$ cat src/rtl/core/mma_pkg.sv
// ----------------------------------------------------------------------------
// mma_pkg
// Shared types, field widths and defaults for the multichannel moving-average
// filter.
// ----------------------------------------------------------------------------
package mma_pkg;

  localparam int CHANNELS_DEF   = 8;
  localparam int WINDOW_MAX_DEF = 32;

  localparam int SAMPLE_W    = 24;
  localparam int CHAN_W      = 3;
  localparam int LEN_FIELD_W = 6;

  localparam logic [LEN_FIELD_W-1:0] LEN_RESET = LEN_FIELD_W'(4);

  typedef struct packed {
    logic [CHAN_W-1:0]          channel;
    logic signed [SAMPLE_W-1:0] sample;
    logic                       frame_end;
  } in_item_t;

  typedef struct packed {
    logic signed [SAMPLE_W-1:0] average;
    logic [CHAN_W-1:0]          out_channel;
    logic                       out_last;
  } out_item_t;

  typedef enum logic [2:0] {
    ST_IDLE,
    ST_FILL,
    ST_UPDATE,
    ST_DIV,
    ST_DONE
  } state_t;

endpackage

$ cat src/rtl/core/mma_div.sv
// ----------------------------------------------------------------------------
// mma_div
// Serial signed divider: window sum by window length, one quotient bit per
// cycle, result truncated toward zero.
// ----------------------------------------------------------------------------
module mma_div #(
  parameter int SUM_W = 29,
  parameter int LEN_W = 6
) (
  input  logic                                 clk,
  input  logic                                 rst,
  input  logic                                 start,
  input  logic signed [SUM_W-1:0]              dividend,
  input  logic [LEN_W-1:0]                     divisor,
  output logic                                 done,
  output logic signed [mma_pkg::SAMPLE_W-1:0]  quotient
);
  import mma_pkg::*;

  localparam int CNT_W = $clog2(SUM_W);

  logic             busy;
  logic [CNT_W-1:0] cnt;
  logic [SUM_W-1:0] quo;
  logic [LEN_W-1:0] rem;
  logic [LEN_W-1:0] dvs;
  logic             neg;

  logic [SUM_W-1:0] mag;
  logic [LEN_W:0]   rem_sh;
  logic             fits;
  logic [LEN_W-1:0] rem_next;
  logic [SUM_W-1:0] quo_signed;

  always_comb begin
    mag      = dividend[SUM_W-1] ? SUM_W'(~$unsigned(dividend) + 1'b1) : $unsigned(dividend);
    rem_sh   = {rem, quo[SUM_W-1]};
    fits     = rem_sh >= {1'b0, dvs};
    rem_next = fits ? LEN_W'(rem_sh - {1'b0, dvs}) : LEN_W'(rem_sh);
    quo_signed = neg ? SUM_W'(~quo + 1'b1) : quo;
    quotient = $signed(SAMPLE_W'(quo_signed));
  end

  always_ff @(posedge clk) begin
    if (rst) begin
      busy <= 1'b0;
      done <= 1'b0;
      cnt  <= '0;
    end else begin
      done <= 1'b0;
      if (start) begin
        busy <= 1'b1;
        cnt  <= '0;
      end else if (busy) begin
        cnt <= cnt + 1'b1;
        if (cnt == CNT_W'(SUM_W - 1)) begin
          busy <= 1'b0;
          done <= 1'b1;
        end
      end
    end
  end

  always_ff @(posedge clk) begin
    if (start) begin
      quo <= mag;
      rem <= '0;
      dvs <= divisor;
      neg <= dividend[SUM_W-1];
    end else if (busy) begin
      rem <= rem_next;
      quo <= {quo[SUM_W-2:0], fits};
    end
  end

endmodule

$ cat config.mk
export PLATFORM = sky130hd
export DESIGN_NAME = mma_div
export DESIGN_NICKNAME = d
export VERILOG_FILES = /design/src/rtl/core/mma_pkg.sv /design/src/rtl/core/mma_div.sv
export SDC_FILE = /design/constraint.sdc
export NUM_CORES = 1
export LEC_CHECK = 0
export BUFFER_PORTS_ARGS = -buffer_cell sky130_fd_sc_hd__buf_2
export CAP_MARGIN = 20
export CORE_MARGIN = 5
export CORE_UTILIZATION = 60
export CTS_CLUSTER_SIZE = 20
export DETAILED_ROUTE_END_ITERATION = 12
export PLACE_DENSITY = 0.83
export SYNTH_ARGS = -nofsm -noshare
export SYNTH_HDL_FRONTEND = slang
export SYNTH_SLANG_ARGS = --single-unit
export TNS_END_PERCENT = 20
$ cat constraint.sdc
create_clock -name clk -period 6 [get_ports clk]
set_input_delay 1.2 -clock clk [delete_from_list [all_inputs] [get_ports clk]]
set_output_delay 1.2 -clock clk [all_outputs]
set_load 0.02 [all_outputs]
==> impl_results.rst <==
.. list-table::
   :header-rows: 1

   * - Metric
     - Value
   * - Proportion of layout cells with a drive suffix above 1
     - between 20% and 30%
   * - TritonCTS buffer count
     - 5
   * - Min Clock Period, post-route
     - approximately 3.7 ns
   * - Total non-filler cell area in the finished layout
     - roughly 0.0037 sq mm
   * - Flop and latch count out of synthesis
     - 49
   * - Global route total overflow
     - 0
   * - Antenna viol nets, final
     - 0
   * - Initial standard-cell utilization of the core
     - 60.8%
   * - Total power divided by cell area
     - about 240 mW/mm^2
   * - Hold worst-path end
     - rem[5]
   * - Routed WL
     - 7.26 mm
   * - Share of synthesized area occupied by flip-flops and latches
     - approximately two fifths
   * - Core Footprint
     - around 0.0054 sq mm
   * - Area of the die
     - 0.00705 sq mm
   * - Sum Neg Setup Slack
     - 0 ns
   * - Row Count
     - 27
   * - Mean routed wirelength per cell
     - roughly 15 um
   * - TritonCTS clock tree
     - built
   * - Final weighted congestion in routability-driven placement
     - around 0.84
   * - Worst-path cell chain
     - or4_1 -> nor3_1 -> nand3_1 -> o31ai_1 -> xnor2_1 -> buf_2
   * - Pre-antenna DRT Iters
     - 6
   * - Number of buffers on the longest clock path
     - 2
   * - Top fanout value on the critical path
     - 4
   * - Outcome
     - finished, final reports clean
   * - Worst slew pin tran
     - 0.759 ns
   * - Post-synthesis instance area
     - between 0.003 and 0.004 sq mm
   * - Worst setup slack after placement
     - between 2 and 3 ns
   * - Maximum number of pins on one net before global-route repair
     - 75
   * - Cell with the largest stage delay on the worst path
     - or4_1
   * - Number of antenna violations at the first check in global routing
     - 0
   * - Post-route non-filler standard cell count
     - around 480
   * - Commonest cells after routing, fill and taps aside
     - 62 x buf_2, 42 x nor2_1, 36 x edfxtp_1
   * - Endpoint required time on the critical path
     - 4.80 ns
   * - Number of global-route vias before repair
     - around 2700
   * - Average instance area after synthesis
     - ~9.3 sq um
   * - Max-slew violation total from the final report
     - 0
   * - Commonest non-fill, non-tap cell in the layout
     - buf_2
   * - Peak Freq
     - 272 MHz
   * - Arrival time worst endpoint
     - around 2.5 ns
   * - Path class of the lowest-slack min-delay path
     - reg -> reg
   * - Count of flip-flops with a built-in enable after synthesis
     - 36
   * - Die Span Y
     - 84.0 um
   * - Crit-path max cell delay
     - ~0.58 ns
   * - Distinct cell type count of the synthesized netlist
     - 45
   * - Post-Route Hold Slack
     - between 0.4 and 0.5 ns
   * - Number of fill cells
     - between 400 and 500
   * - Max-cap violations
     - 0
   * - Clock network latency to the later pin of the worst-skew pair
     - approximately 0.30 ns
   * - Unrepaired setup endpoints after global routing
     - no
   * - Setup Buffers After CTS
     - 0
   * - Number of remaining DRC errors
     - 0
   * - Drt initial violations
     - between 200 and 250
   * - Ys async rst share
     - 0%
   * - Clock sink total
     - 49
   * - # placed instances
     - 475
   * - DIE WIDTH
     - around 84 um
   * - Clock tree root driver cell
     - clkbuf_8
   * - Net count of the mapped netlist
     - 405
   * - Antenna cells
     - 0
   * - Vias after detailed routing
     - about 2800
   * - Buffers plus inverters on the worst setup path
     - 1
   * - Worst r2r dst
     - quo[1]
   * - Detailed placement HPWL
     - between 5 and 6 mm
   * - Reg2Reg Launch Point
     - busy
   * - Setup skew after layout
     - just over 0.007 ns
   * - Wire length of the first global-routing pass
     - around 12 mm
   * - Final Hold Violating Endpoints
     - 0
   * - Boundary Pins
     - 63
   * - Startpoint type of the worst setup path
     - flip-flop
   * - Slack of the worst reg-to-reg path
     - 3.71 ns
   * - Area growth from synthesis to final layout
     - 13.2%
   * - Cell area after placement
     - between 0.003 and 0.004 sq mm
   * - Pleak
     - about 0.0014 uW
   * - Hold wc startpoint
     - rem[5]
   * - Total of warnings raised by yosys
     - 0
   * - Total of buffers placed on input and output ports
     - 62
   * - Total track usage
     - around a fifth
   * - Share of the cycle needed by the critical path after routing
     - a little over 60%
   * - Setup violation total in the final timing report
     - 0
   * - FF-to-FF path depth
     - 3
   * - IR Drop Worst-Case VDD
     - about 0.00018 V
   * - Min setup slack post-route
     - roughly 2.3 ns
   * - Endpoint type of the worst setup path
     - output pin
   * - Tightest slew margin relative to the limit
     - 49.4%
   * - Nets
     - 460
   * - Instance count of the mapped netlist
     - 355
   * - Hold path cells
     - 2
   * - Predominant post-synthesis flop cell
     - edfxtp_1
   * - Worst setup path class
     - reg -> out
   * - Number of instances resized during post-cts repair
     - 0
   * - Clock input transition at the sequential cells of the worst setup and hold paths
     - 0.09 ns
   * - Via count normalized by instance count
     - roughly 5.8
   * - Top delay family on crit path
     - simple AND/OR/NAND/NOR gates
   * - Number of hold buffers added after CTS
     - 0
   * - H-Tree Depth
     - 2
[worst max path at each step]
stage,endpoint,start,slack [ns],cells after the start
6_report,quotient[23],quo[10],2.32,6
5_1_grt,quotient[23],quo[11],2.10,6
4_1_cts,quotient[23],quo[10],2.31,6
3_5_place_dp,quotient[23],quo[10],2.65,6
3_3_place_gp,quotient[23],quo[10],2.71,6
2_1_floorplan,quotient[21],quo[10],2.94,5
[cell families after synthesis]
logic type	Yosys count	synth area share, %
adders and majority gates	12	4.80
muxes	2	0.610
and+or+nand+nor	116	18.0
buffers and inverters	32	3.77
xor gates and xnor gates	55	14.7
AOI/OAI and AO/OA	89	17.3
DFF	49	40.8
[layout make-up]
type                    count  area (sq um)  share of cell area (%)
inverters                  16          60.1                    1.62
flip-flops and latches     49          1340                    36.1
clock inverters             2          10.0                   0.269
multi-input cells         274          1820                    48.9
well taps                  72          90.1                    2.42
clock buffers               6          72.6                    1.95
repair buffers             64           325                    8.75
[flip-flops by register name, summed over array words and instances, names as in the netlist]
signal / count
busy: 1
dvs: 6
rem: 6
neg: 1
done: 1
cnt: 5
quo: 29
[metrics by stage]
| stage | util [%] | power [uW] |
|---|---|---|
| after floorplan | - | 615 |
| after global placement | 67.3 | 688 |
| after detailed placement | 67.3 | 696 |
| after CTS | 68.8 | 883 |
| after global routing | 68.8 | 930 |
| final | 68.8 | 880 |
[power by group]
part           switching (uW)  total [uW]  internal (uW)
registers                36.4         440            404
logic                     148         250            102
clock network             109         190           81.1
[layer usage]
metal / share of wire [%] / vias to the layer above / global-route usage [%]
met4: 1.5 / 0 / 4.97
met1: 42 / 1289 / 26.5
met2: 49 / 102 / 36.2
li1: - / 1399 / -
met3: 6.7 / 14 / 4.64
met5: 0 / - / 0
[worst reg2reg max path: stages (launching register included)]
cell and delay [ns]:
dfxtp_1 0.71, clkinv_1 0.44, nand2_1 0.46, buf_4 0.37
[cell usage after synthesis, types with 3 or more instances]
master,n,share of area (%)
edfxtp_1,36,33
o21ai_0,21,3.2
inv_1,15,1.7
nand3_1,9,1.4
nand2_1,18,2.1
or2_2,3,0.57
dfxtp_1,13,7.9
xor2_1,29,7.7
a21oi_1,33,5.0
o41ai_1,7,1.9
nand4_1,4,0.76
xnor2_1,26,6.9
nand2b_1,4,0.76
o31ai_1,14,3.2
ha_1,11,4.2
clkbuf_1,14,1.6
nand3b_1,4,0.91
or3_1,8,1.5
nor4_1,4,0.76
nor3_1,8,1.2
nor2_1,42,4.8
(Power assumes the default switching activity.)
